===== config.mk =====
export PLATFORM = sky130hd
export DESIGN_NAME = key_typematic_repeat
export DESIGN_NICKNAME = d
export VERILOG_FILES = /design/src/design/ktr_pkg.sv /design/src/design/key_typematic_repeat.sv /design/src/design/ktr_cell.sv /design/src/design/ktr_ctrl.sv
export SDC_FILE = /design/constraint.sdc
export NUM_CORES = 1
export LEC_CHECK = 0
export BUFFER_PORTS_ARGS = -buffer_cell sky130_fd_sc_hd__buf_2
export CAP_MARGIN = 25
export CORE_MARGIN = 5
export CORE_UTILIZATION = 40
export DETAILED_ROUTE_END_ITERATION = 12
export PLACE_DENSITY = 0.51
export SYNTH_ARGS = -nofsm -noshare
export SYNTH_HDL_FRONTEND = slang
export SYNTH_SLANG_ARGS = --single-unit

===== constraint.sdc =====
create_clock -name aclk -period 10.59 [get_ports aclk]
set_clock_uncertainty 0.2 [all_clocks]
set_input_delay 3.177 -clock aclk [delete_from_list [all_inputs] [get_ports aclk]]
set_output_delay 3.177 -clock aclk [all_outputs]
set_load 0.02 [all_outputs]

===== src/design/ktr_pkg.sv =====
// ----------------------------------------------------------------------------
// ktr_pkg
// Shared types and constants of the typematic repeat block: the slot record
// that travels around the cell ring, the register set and the sequencer codes.
// ----------------------------------------------------------------------------
package ktr_pkg;

    localparam int KEY_W      = 10;
    localparam int CNT_W      = 16;
    localparam int OP_W       = 2;
    localparam int DATA_W     = 16;
    localparam int CFG_IDX_W  = 3;
    localparam int CFG_DATA_W = 16;

    localparam int SLOTS_DEF     = 16;
    localparam int KEY_LIMIT_DEF = 780;

    localparam logic [CNT_W-1:0] DELAY_RST    = 16'd300;
    localparam logic [CNT_W-1:0] PERIOD_RST   = 16'd33;
    localparam logic [KEY_W-1:0] EXCLUDED_RST = 10'd1023;

    typedef enum logic [OP_W-1:0] {
        OP_KEY_DOWN   = 2'd0,
        OP_KEY_UP     = 2'd1,
        OP_FOCUS_LOST = 2'd2,
        OP_TICK       = 2'd3
    } op_t;

    typedef enum logic [CFG_IDX_W-1:0] {
        CFG_DELAY  = 3'd0,
        CFG_PERIOD = 3'd1,
        CFG_EXCL_A = 3'd2,
        CFG_EXCL_B = 3'd3,
        CFG_EXCL_C = 3'd4,
        CFG_EXCL_D = 3'd5
    } cfg_idx_t;

    typedef enum logic [1:0] {
        ST_IDLE,
        ST_WALK,
        ST_FINISH
    } state_t;

    typedef struct packed {
        logic             used;
        logic             repeating;
        logic [KEY_W-1:0] key;
        logic [CNT_W-1:0] countdown;
    } slot_t;

    typedef struct packed {
        logic [CNT_W-1:0] delay_ticks;
        logic [CNT_W-1:0] period_ticks;
        logic [KEY_W-1:0] excluded_a;
        logic [KEY_W-1:0] excluded_b;
        logic [KEY_W-1:0] excluded_c;
        logic [KEY_W-1:0] excluded_d;
    } cfg_t;

endpackage


===== src/design/key_typematic_repeat.sv =====
// ----------------------------------------------------------------------------
// key_typematic_repeat
// Per-key typematic repeat over a ring of slot cells.
// ----------------------------------------------------------------------------
// Input words (s_ channel) carry an event kind in s_tuser: key down, key up,
// focus lost or a timer tick, with the key code in s_tdata. A key down of an
// allowed key starts its delay in a free slot; when the delay runs out the key
// repeats once per period. Each tick gives one m_ word per repeat that fires,
// in slot order, with m_tlast on the final one; other events give no output.
// The cfg channel writes the delay, the period and four excluded key codes;
// it is always ready and must only be used while the block is idle.
// Every event rotates the whole slot ring once past a single processing
// stage, one slot per cycle while the output does not stall the walk, then
// passes a closing state: after a word is accepted s_tready stays low until
// the block is back in idle, so a new input word waits for the whole walk.
// Each repeat is held back one word so the final one can carry m_tlast: it
// moves from the held register to the output register when the next repeat
// of the tick is taken at the head of the ring, or in the closing state for
// the final one. If the receiver stalls, the walk pauses when a new repeat
// must push the held word into an output register that is still full, and
// the closing state waits the same way.
// Reset clears every slot and loads the register defaults; no sweep is needed.
// ----------------------------------------------------------------------------
module key_typematic_repeat
    import ktr_pkg::*;
#(
    parameter int SLOTS     = SLOTS_DEF,
    parameter int KEY_LIMIT = KEY_LIMIT_DEF
)(
    input  logic                  aclk,
    input  logic                  aresetn,
    input  logic                  s_tvalid,
    output logic                  s_tready,
    input  logic [DATA_W-1:0]     s_tdata,    // [9:0] key_code, [15:10] zero
    input  logic [OP_W-1:0]       s_tuser,    // [1:0] opcode
    output logic                  m_tvalid,
    input  logic                  m_tready,
    output logic [DATA_W-1:0]     m_tdata,    // [9:0] repeat_key, [15:10] zero
    output logic                  m_tlast,
    input  logic                  cfg_valid,
    output logic                  cfg_ready,
    input  logic [CFG_IDX_W-1:0]  cfg_index,
    input  logic [CFG_DATA_W-1:0] cfg_data
);

    cfg_t             cfg_reg, cfg_next;
    slot_t            ring [SLOTS];
    slot_t            tail;
    slot_t            alloc_rec;
    logic             shift_en;
    logic [SLOTS-1:0] alloc_we;
    logic [KEY_W-1:0] m_key;

    assign cfg_ready = 1'b1;

    always_comb begin
        cfg_next = cfg_reg;
        if (cfg_valid) begin
            unique case (cfg_index)
                CFG_DELAY:  cfg_next.delay_ticks  = cfg_data;
                CFG_PERIOD: cfg_next.period_ticks = cfg_data;
                CFG_EXCL_A: cfg_next.excluded_a   = cfg_data[KEY_W-1:0];
                CFG_EXCL_B: cfg_next.excluded_b   = cfg_data[KEY_W-1:0];
                CFG_EXCL_C: cfg_next.excluded_c   = cfg_data[KEY_W-1:0];
                CFG_EXCL_D: cfg_next.excluded_d   = cfg_data[KEY_W-1:0];
                default: begin
                end
            endcase
        end
    end

    always_ff @(posedge aclk) begin
        if (!aresetn) begin
            cfg_reg <= '{delay_ticks: DELAY_RST, period_ticks: PERIOD_RST,
                         excluded_a: EXCLUDED_RST, excluded_b: EXCLUDED_RST,
                         excluded_c: EXCLUDED_RST, excluded_d: EXCLUDED_RST};
        end else begin
            cfg_reg <= cfg_next;
        end
    end

    // slot i hands its record to slot i-1; slot 0 is the head
    for (genvar i = 0; i < SLOTS; i++) begin : g_cell
        slot_t din;
        if (i == SLOTS - 1) begin : g_tail
            assign din = tail;
        end else begin : g_mid
            assign din = ring[i+1];
        end
        ktr_cell u_cell (
            .aclk     (aclk),
            .aresetn  (aresetn),
            .shift_en (shift_en),
            .din      (din),
            .wr_en    (alloc_we[i]),
            .wr_rec   (alloc_rec),
            .dout     (ring[i])
        );
    end

    ktr_ctrl #(
        .SLOTS     (SLOTS),
        .KEY_LIMIT (KEY_LIMIT)
    ) u_ctrl (
        .aclk      (aclk),
        .aresetn   (aresetn),
        .cfg       (cfg_reg),
        .s_tvalid  (s_tvalid),
        .s_tready  (s_tready),
        .s_op      (s_tuser),
        .s_key     (s_tdata[KEY_W-1:0]),
        .m_tvalid  (m_tvalid),
        .m_tready  (m_tready),
        .m_key     (m_key),
        .m_last    (m_tlast),
        .head      (ring[0]),
        .shift_en  (shift_en),
        .tail      (tail),
        .alloc_we  (alloc_we),
        .alloc_rec (alloc_rec)
    );

    assign m_tdata = {{(DATA_W - KEY_W){1'b0}}, m_key};

endmodule


===== src/design/ktr_cell.sv =====
// ----------------------------------------------------------------------------
// ktr_cell
// One slot of the key table. Takes the record of its upstream neighbor when
// the ring rotates, or a freshly allocated record on a direct write.
// ----------------------------------------------------------------------------
module ktr_cell
    import ktr_pkg::*;
(
    input  logic  aclk,
    input  logic  aresetn,
    input  logic  shift_en,
    input  slot_t din,
    input  logic  wr_en,
    input  slot_t wr_rec,
    output slot_t dout
);

    logic             used_reg,  used_next;
    logic             rep_reg,   rep_next;
    logic [KEY_W-1:0] key_reg,   key_next;
    logic [CNT_W-1:0] cnt_reg,   cnt_next;

    always_comb begin
        used_next = used_reg;
        rep_next  = rep_reg;
        key_next  = key_reg;
        cnt_next  = cnt_reg;
        if (wr_en) begin
            used_next = wr_rec.used;
            rep_next  = wr_rec.repeating;
            key_next  = wr_rec.key;
            cnt_next  = wr_rec.countdown;
        end else if (shift_en) begin
            used_next = din.used;
            rep_next  = din.repeating;
            key_next  = din.key;
            cnt_next  = din.countdown;
        end
    end

    always_ff @(posedge aclk) begin
        if (!aresetn) begin
            used_reg <= 1'b0;
            rep_reg  <= 1'b0;
        end else begin
            used_reg <= used_next;
            rep_reg  <= rep_next;
        end
    end

    always_ff @(posedge aclk) begin
        key_reg <= key_next;
        cnt_reg <= cnt_next;
    end

    assign dout = '{used: used_reg, repeating: rep_reg, key: key_reg, countdown: cnt_reg};

endmodule


===== src/design/ktr_ctrl.sv =====
// ----------------------------------------------------------------------------
// ktr_ctrl
// Sequencer and slot processor. Walks the ring once per word, updating the
// record at the head and feeding it back at the tail, and drives the result
// stage with a one-word lookahead so the final repeat of a tick gets tlast.
// ----------------------------------------------------------------------------
module ktr_ctrl
    import ktr_pkg::*;
#(
    parameter int SLOTS     = SLOTS_DEF,
    parameter int KEY_LIMIT = KEY_LIMIT_DEF
)(
    input  logic             aclk,
    input  logic             aresetn,
    input  cfg_t             cfg,
    input  logic             s_tvalid,
    output logic             s_tready,
    input  logic [OP_W-1:0]  s_op,
    input  logic [KEY_W-1:0] s_key,
    output logic             m_tvalid,
    input  logic             m_tready,
    output logic [KEY_W-1:0] m_key,
    output logic             m_last,
    input  slot_t            head,
    output logic             shift_en,
    output slot_t            tail,
    output logic [SLOTS-1:0] alloc_we,
    output slot_t            alloc_rec
);

    localparam int SLOT_W = (SLOTS > 1) ? $clog2(SLOTS) : 1;
    localparam logic [SLOT_W-1:0] LAST_STEP = SLOT_W'(SLOTS - 1);

    state_t            state_reg, state_next;
    logic [SLOT_W-1:0] step_reg, step_next;
    op_t               op_reg, op_next;
    logic [KEY_W-1:0]  key_reg, key_next;
    logic              allowed_reg, allowed_next;
    logic              found_reg, found_next;
    logic              free_found_reg, free_found_next;
    logic [SLOT_W-1:0] free_idx_reg, free_idx_next;
    logic              pend_valid_reg, pend_valid_next;
    logic [KEY_W-1:0]  pend_key_reg, pend_key_next;
    logic              out_valid_reg, out_valid_next;
    logic [KEY_W-1:0]  out_key_reg, out_key_next;
    logic              out_last_reg, out_last_next;

    logic  in_allowed;
    logic  match;
    logic  emit;
    logic  out_free;
    logic  alloc;
    slot_t proc;

    assign in_allowed = ({1'b0, s_key} < (KEY_W + 1)'(KEY_LIMIT))
                     && s_key != cfg.excluded_a && s_key != cfg.excluded_b
                     && s_key != cfg.excluded_c && s_key != cfg.excluded_d;

    assign match    = head.used && head.key == key_reg;
    assign out_free = !out_valid_reg || m_tready;

    // per-slot update of the record at the head of the ring
    always_comb begin
        proc = head;
        emit = 1'b0;
        unique case (op_reg)
            OP_KEY_DOWN: begin
                if (allowed_reg && match && !head.repeating) begin
                    proc.countdown = cfg.delay_ticks;
                end
            end
            OP_KEY_UP: begin
                if (match) begin
                    proc.used      = 1'b0;
                    proc.repeating = 1'b0;
                end
            end
            OP_FOCUS_LOST: begin
                proc.used      = 1'b0;
                proc.repeating = 1'b0;
            end
            OP_TICK: begin
                if (head.used) begin
                    if (head.countdown > CNT_W'(1)) begin
                        proc.countdown = head.countdown - CNT_W'(1);
                    end else begin
                        proc.countdown = cfg.period_ticks;
                        proc.repeating = 1'b1;
                        emit           = head.repeating;
                    end
                end
            end
            default: begin
            end
        endcase
    end

    assign alloc = state_reg == ST_FINISH && op_reg == OP_KEY_DOWN && allowed_reg
                && !found_reg && free_found_reg;

    assign alloc_rec = '{used: 1'b1, repeating: 1'b0, key: key_reg,
                         countdown: cfg.delay_ticks};

    for (genvar i = 0; i < SLOTS; i++) begin : g_we
        assign alloc_we[i] = alloc && free_idx_reg == SLOT_W'(i);
    end

    assign tail = proc;

    always_comb begin
        state_next      = state_reg;
        step_next       = step_reg;
        op_next         = op_reg;
        key_next        = key_reg;
        allowed_next    = allowed_reg;
        found_next      = found_reg;
        free_found_next = free_found_reg;
        free_idx_next   = free_idx_reg;
        pend_valid_next = pend_valid_reg;
        pend_key_next   = pend_key_reg;
        out_valid_next  = out_valid_reg && !m_tready;
        out_key_next    = out_key_reg;
        out_last_next   = out_last_reg;
        shift_en        = 1'b0;
        s_tready        = state_reg == ST_IDLE;

        unique case (state_reg)
            ST_IDLE: begin
                if (s_tvalid) begin
                    op_next         = op_t'(s_op);
                    key_next        = s_key;
                    allowed_next    = in_allowed;
                    found_next      = 1'b0;
                    free_found_next = 1'b0;
                    step_next       = '0;
                    state_next      = ST_WALK;
                end
            end
            ST_WALK: begin
                // a new repeat pushes the held one out; wait if the stage is full
                if (!(emit && pend_valid_reg && !out_free)) begin
                    shift_en  = 1'b1;
                    step_next = step_reg + SLOT_W'(1);
                    if (match) begin
                        found_next = 1'b1;
                    end
                    if (!head.used && !free_found_reg) begin
                        free_found_next = 1'b1;
                        free_idx_next   = step_reg;
                    end
                    if (emit) begin
                        if (pend_valid_reg) begin
                            out_valid_next = 1'b1;
                            out_key_next   = pend_key_reg;
                            out_last_next  = 1'b0;
                        end
                        pend_valid_next = 1'b1;
                        pend_key_next   = head.key;
                    end
                    if (step_reg == LAST_STEP) begin
                        state_next = ST_FINISH;
                    end
                end
            end
            ST_FINISH: begin
                if (!pend_valid_reg) begin
                    state_next = ST_IDLE;
                end else if (out_free) begin
                    out_valid_next  = 1'b1;
                    out_key_next    = pend_key_reg;
                    out_last_next   = 1'b1;
                    pend_valid_next = 1'b0;
                    state_next      = ST_IDLE;
                end
            end
            default: begin
                state_next = ST_IDLE;
            end
        endcase
    end

    always_ff @(posedge aclk) begin
        if (!aresetn) begin
            state_reg      <= ST_IDLE;
            pend_valid_reg <= 1'b0;
            out_valid_reg  <= 1'b0;
        end else begin
            state_reg      <= state_next;
            pend_valid_reg <= pend_valid_next;
            out_valid_reg  <= out_valid_next;
        end
    end

    always_ff @(posedge aclk) begin
        step_reg       <= step_next;
        op_reg         <= op_next;
        key_reg        <= key_next;
        allowed_reg    <= allowed_next;
        found_reg      <= found_next;
        free_found_reg <= free_found_next;
        free_idx_reg   <= free_idx_next;
        pend_key_reg   <= pend_key_next;
        out_key_reg    <= out_key_next;
        out_last_reg   <= out_last_next;
    end

    assign m_tvalid = out_valid_reg;
    assign m_key    = out_key_reg;
    assign m_last   = out_last_reg;

endmodule


== Word level (Yosys, flattened, before mapping) ==
Cells that the tools add are included.

* Flip-flop bits (word level): 568
* Bits of input ports: 42
* Output and inout bits: 20
* Word-level logic and storage cells: 371

* Add/subtract/negate cells: 2
* Order comparisons: 2
* Equality and inequality tests: 41
* Muxes and demuxes: 149
* Bitwise operators: 2
* Reduce and logical (&&, ||, !) cells: 92

{| class="wikitable"
|+ Operator list
! kind !! count
|-
| $mux 16 || 35
|-
| $mux 10 || 37
|-
| $mux 1 || 58
|-
| $ne 10x10->1 || 4
|-
| $eq 4x4->1 const B || 9
|-
| $reduce_bool 2->1 || 18
|-
| $pmux 16 s2 || 1
|-
| $reduce_or 2->1 || 16
|-
| $logic_and 1x1->1 || 31
|-
| $pmux 10 s2 || 1
|-
| $eq 4x3->1 const B || 4
|-
| $gt 16x1->1 const B || 1
|-
| $sub 16x1->16 const B || 1
|-
| $ne 2x1->1 const B || 7
|-
| $reduce_and 2->1 || 7
|-
| $mux 2 || 6
|-
| $pmux 1 s2 || 6
|-
| $reduce_and 3->1 || 4
|-
| $reduce_and 4->1 || 3
|-
| $eq 10x10->1 || 1
|-
| $lt 10x10->1 const B || 1
|-
| $eq 4x2->1 const B || 2
|-
| $mux 4 || 2
|-
| $pmux 4 s2 || 1
|-
| 18 further kinds || 32
|}

== Longest topological paths before layout ==
* Depth in word-level cells: 10
* Depth in mapped cells: 10
* Mapped depth without buffers: 8

== Hierarchy ==
A second synthesis with hierarchy kept.

* Cells, all modules: 1751
* Area total of the unflattened synthesis: 26903.3 um^2

{| class="wikitable"
|+ By module, submodules not included
! module !! times used !! cells each !! area an instance (um^2) !! seq. area each (um^2)
|-
| ktr_cell || 16 || 66 || 1262.5 || 820.8
|-
| ktr_ctrl || 1 || 419 || 3806.2 || 1401.3
|-
| key_typematic_repeat || 1 || 276 || 2897.8 || 1441.4
|}

== Worst setup path before layout ==
Ideal clock, no wire load.

* Kind: input to register
* Start point: input m_tready
* End point: register g_cell[11].u_cell.cnt_reg[0] (enable)
* Setup time: 0.585 ns
* Arrival time: 4.832 ns
* Required time: 9.805 ns
* Path slack: 4.973 ns
* Cell stages on the path: 5
* Buffers on the path: 1
* Cell sequence: nor2b_1 nand2_1 o21ai_1 clkbuf_1 o21ai_0

* Cells in the longest elaborated chain, start to end: 6

{| class="wikitable"
|+ RTL lines
! element !! line !! RTL
|-
| start: declaration || key_typematic_repeat.sv:37 || <nowiki>input logic m_tready,</nowiki>
|-
| $logic_or 1x1->1 || ktr_ctrl.sv:60 || <nowiki>assign out_free = !out_valid_reg || m_tready;</nowiki>
|-
| $logic_not 1->1 || ktr_ctrl.sv:141 || <nowiki>if (!(emit && pend_valid_reg && !out_free)) begin</nowiki>
|-
| $logic_and 1x1->1 || ktr_ctrl.sv:141 ||
|-
| $mux 1 || ktr_ctrl.sv:141 ||
|-
| $mux 1 || ktr_ctrl.sv:127 || <nowiki>unique case (state_reg)</nowiki>
|-
| $reduce_bool 2->1 (no source line) || -- ||
|-
| end signal: assignment || ktr_cell.sv:53 || <nowiki>cnt_reg <= cnt_next;</nowiki>
|-
| end: declaration || ktr_cell.sv:21 || <nowiki>logic [CNT_W-1:0] cnt_reg, cnt_next;</nowiki>
|}

No other way between the ends.
A chain may end at the register's enable or synchronous reset.

== Worst setup path in the final report ==
* Start point: input m_tready
* End point: register g_cell[2].u_cell.cnt_reg[7] (enable)

* Cells in the longest elaborated chain, start to end: 6

{| class="wikitable"
|+ RTL lines
! element !! line
|-
| $logic_or 1x1->1 || ktr_ctrl.sv:60
|-
| $logic_not 1->1 || ktr_ctrl.sv:141
|-
| $logic_and 1x1->1 || ktr_ctrl.sv:141
|-
| $mux 1 || ktr_ctrl.sv:141
|-
| $mux 1 || ktr_ctrl.sv:127
|-
| $reduce_bool 2->1 (no source line) || --
|-
| end signal: assignment || ktr_cell.sv:53
|-
| end: declaration || ktr_cell.sv:21
|}

No other way between the ends.

==> metrics.txt <==
# TYPE chip_impl_metric gauge
chip_impl_metric{name="drt-vias-per-instance",unit=""} 5.33
chip_impl_info{name="worstHoldPathType",value="reg -> reg"} 1
chip_impl_metric{name="cts_post_setup_buffers_inserted",unit=""} 0
chip_impl_metric{name="synthArstFlopShare",unit=""} 0
chip_impl_metric{name="area_delta_synth_final",unit="%"} 12.5
chip_impl_metric{name="leakage",unit="nW"} 10.0
chip_impl_info{name="critical_path.slowest_cell",value="nand2_1"} 1
chip_impl_metric{name="num-nets-final",unit=""} 2018
chip_impl_metric{name="synth_cell_types",unit=""} 68
chip_impl_metric{name="final_min_period_over_clock_period",unit=""} 0.472
chip_impl_info{name="synth_flop_cell",value="edfxtp_1"} 1
chip_impl_metric{name="largest_reg_flops",unit=""} 256
chip_impl_metric{name="i_o_pin_count",unit=""} 62
chip_impl_metric{name="sequential_cell_area",unit="sq mm"} 0.0160
chip_impl_info{name="cts_tree",value="yes"} 1
chip_impl_info{name="start_kind",value="input port"} 1
chip_impl_metric{name="p_sw",unit="W"} 0.00187
chip_impl_metric{name="ctsResizeCount",unit=""} 0
chip_impl_metric{name="initial_antenna_violation_count",unit=""} 0
chip_impl_info{name="criticalPathCategory",value="in -> reg"} 1
chip_impl_metric{name="nFillCells",unit=""} 5771
chip_impl_info{name="synth_area_leaders",value="edfxtp_1 55%, mux2_2 15%, dfxtp_1 8.6%"} 1
chip_impl_metric{name="final-setup-viol-count",unit=""} 0
chip_impl_metric{name="power_frac_clock",unit=""} 0.312
chip_impl_metric{name="die_y",unit="microns"} 261
chip_impl_metric{name="netlist_area_before_placement",unit="sq mm"} 0.0251
chip_impl_metric{name="critPathMaxStageDelay",unit="ns"} 0.50
chip_impl_metric{name="clk_latency",unit="ns"} 0.62
chip_impl_metric{name="grt.total_usage",unit=""} 0.186
chip_impl_metric{name="gp_routability_congestion",unit=""} 0.845
chip_impl_metric{name="timing.critical_path.arrival",unit="ns"} 5.15
chip_impl_metric{name="hold_viol_final",unit=""} 0
chip_impl_metric{name="synth_cells",unit=""} 1977
chip_impl_metric{name="drive_gt1_frac",unit=""} 0.270
chip_impl_metric{name="p_int",unit="W"} 0.00507
chip_impl_metric{name="start_util",unit=""} 0.401
chip_impl_metric{name="report.final.slew_viol_count",unit=""} 0
chip_impl_metric{name="grt_start_max_net_pins",unit=""} 67
chip_impl_metric{name="vdd_drop_max",unit="uV"} 144
chip_impl_metric{name="crit_buf_inv",unit=""} 3
chip_impl_metric{name="clk_transition_reported_paths",unit="ns"} 0.06
chip_impl_metric{name="synth.yosys.seq_area_share",unit=""} 0.636
chip_impl_metric{name="grt_first_pass_wirelength",unit="mm"} 96.3
chip_impl_metric{name="drtPass1Iterations",unit=""} 5
chip_impl_metric{name="cp_data_required_time",unit="ns"} 10.74
chip_impl_metric{name="max_slew_margin",unit=""} 0.324
chip_impl_metric{name="synth_largest_type_area_fraction",unit=""} 0.549
chip_impl_metric{name="cp_max_fo",unit=""} 40
chip_impl_metric{name="synth_edf_count",unit=""} 460
chip_impl_metric{name="drt-initial-drc-count",unit=""} 1123
chip_impl_metric{name="clock_path_buffers",unit=""} 3
chip_impl_info{name="cells_along_the_critical_path",value="buf_2, nor2b_1, nand2_1, o21ai_4, buf_4, nand2_1, buf_4"} 1
chip_impl_metric{name="maxClockFrequency",unit="MHz"} 200
chip_impl_metric{name="via_count_of_the_first_global_routing_pass",unit=""} 15400
chip_impl_metric{name="finalWorstPathRequiredPeriod",unit="ns"} 5.00
chip_impl_metric{name="mean_routed_wirelength_per_cell",unit="microns"} 22.1
chip_impl_metric{name="place.detailed.hpwl",unit="mm"} 39.9
chip_impl_info{name="grt_setup_unrepaired",value="no"} 1
chip_impl_metric{name="post-route-cell-area",unit="sq mm"} 0.0283
chip_impl_metric{name="placement_rows",unit=""} 92
chip_impl_metric{name="p_comb_frac",unit=""} 0.179
chip_impl_metric{name="worst-slew-pin-transition",unit="ns"} 1.01
chip_impl_metric{name="fp.dieArea",unit="sq mm"} 0.0680
chip_impl_metric{name="setup_total_negative_slack",unit="ns"} 0
chip_impl_info{name="cts_root_buf",value="clkbuf_16"} 1
chip_impl_info{name="status",value="completed"} 1
chip_impl_metric{name="num_antenna_cells",unit=""} 0
chip_impl_metric{name="postRouteAntennaNets",unit=""} 0
chip_impl_metric{name="total_cts_buffers",unit=""} 60
chip_impl_metric{name="io_buffer_count",unit=""} 48
chip_impl_metric{name="drc_errors",unit=""} 0
chip_impl_metric{name="yosys_register_bits",unit=""} 568
chip_impl_info{name="critical_path.endpoint_type",value="flop"} 1
chip_impl_info{name="final_cell_mix",value="460 x edfxtp_1, 432 x nand2_1, 345 x mux2_2, 108 x dfxtp_1"} 1
chip_impl_info{name="final_common_cell",value="edfxtp_1"} 1
chip_impl_metric{name="placement.cell_area",unit="sq mm"} 0.0262
chip_impl_info{name="synth_area_leader_cell",value="edfxtp_1"} 1
chip_impl_metric{name="sequentialPowerShare",unit=""} 0.509
chip_impl_metric{name="synth_area_per_cell",unit="sq um"} 12.7
chip_impl_metric{name="maximum_level_of_the_cts_h_tree",unit=""} 2
chip_impl_metric{name="vias",unit=""} 15300
chip_impl_info{name="cell_family_with_most_cp_delay",value="buffers and inverters"} 1
chip_impl_metric{name="multi_input_area",unit="sq mm"} 0.00851
chip_impl_metric{name="grt_overflow",unit=""} 0
chip_impl_metric{name="coreArea",unit="sq mm"} 0.0626
chip_impl_metric{name="synth.yosys.warnings",unit=""} 0
chip_impl_metric{name="cts_hold_repair.buffers",unit=""} 0
chip_impl_metric{name="chipWidth",unit="microns"} 261
chip_impl_metric{name="finalWirelength",unit="mm"} 63.3
chip_impl_metric{name="clock_sinks",unit=""} 568
chip_impl_metric{name="pwr_density_cell",unit="mW/mm^2"} 245
chip_impl_metric{name="max_cap_violations",unit=""} 0
chip_impl_metric{name="swShare",unit=""} 0.270
==> worst paths after layout <==
path | slack, ns | depth (start not counted) | from | to
worst min register to register | 0.22 | 0 | u_ctrl.pend_key_reg[3] | u_ctrl.m_key[3]
worst max-delay path | 5.59 | 7 | m_tready | g_cell[2].u_cell.cnt_reg[7]
worst max register to register | 6.12 | 7 | g_cell[0].u_cell.cnt_reg[6] | g_cell[2].u_cell.cnt_reg[7]
worst min-delay path | 0.22 | 0 | u_ctrl.pend_key_reg[3] | u_ctrl.m_key[3]
==> metrics by stage <==
stage	instances	util	hold WS [ns]	power, W	worst slack, ns
CTS	2864	0.452	0.218	0.00704	5.61
floorplan	1982	-	0.200	0.00431	4.97
finish	2864	0.452	0.216	0.00694	5.59
global placement	2745	0.417	0.204	0.00478	4.72
global route	2864	0.452	0.223	0.00728	5.48
detailed placement	2751	0.419	0.205	0.00484	4.94
==> area by class of cell <==
cell class,count,share of cell area
multi-input combinational,1233,0.301
clock buffer,82,0.0582
timing repair buffer,87,0.0224
tap,846,0.0374
sequential,568,0.565
inverter,17,0.00226
clock inverter,31,0.0137
==> cell usage after synthesis (6+ instances only) <==
cell type	count
o21ai_0	29
or4_1	7
buf_1	15
and3_1	6
inv_1	17
nand2_1	432
nand4_1	19
or3_1	6
nor3_1	29
dfxtp_1	108
mux2_2	345
mux2i_1	15
nand3_1	62
a21oi_1	50
and2_1	6
ha_1	9
a31oi_1	15
clkbuf_1	139
xnor2_1	37
nor4_1	14
buf_4	7
or2_2	8
nor2b_1	7
o22ai_1	6
nand2b_1	9
o21a_1	7
nor2_1	32
edfxtp_1	460
xor2_1	16
==> per-layer routing <==
metal  part of all wire  track usage
met5                  0            0
met4              0.024       0.0533
met3              0.052       0.0297
met2               0.48        0.304
met1               0.45        0.257
==> worst reg2reg max path, cell delays in order, from the launching register on <==
cell      delay (ns)
edfxtp_1        0.54
or4_1           0.73
nor2_1          0.60
nand4_1         0.52
o21ai_4         0.26
buf_4           0.44
nand2_1         0.53
buf_4           0.39
==> power groups by stage <==
stage / logic, W / registers, W / clock network (W)
global route: 0.00137 / 0.00359 / 0.00232
detailed placement: 0.00125 / 0.00359 / 0
CTS: 0.00126 / 0.00354 / 0.00223
finish: 0.00124 / 0.00353 / 0.00217
floorplan: 0.000879 / 0.00343 / 0
global placement: 0.00119 / 0.00359 / 0
==> cell families after synthesis <==
logic type / Yosys count / share of synthesized area
AOI/OAI and AO/OA: 151 / 0.0379
DFF: 568 / 0.636
buffers and inverters: 181 / 0.0285
adders and majority gates: 9 / 0.00448
xor gates and xnor gates: 53 / 0.0185
muxes: 361 / 0.161
other: 2 / 0.000299
and+or+nand+nor: 652 / 0.114
Power figures use the tool's default switching activity.
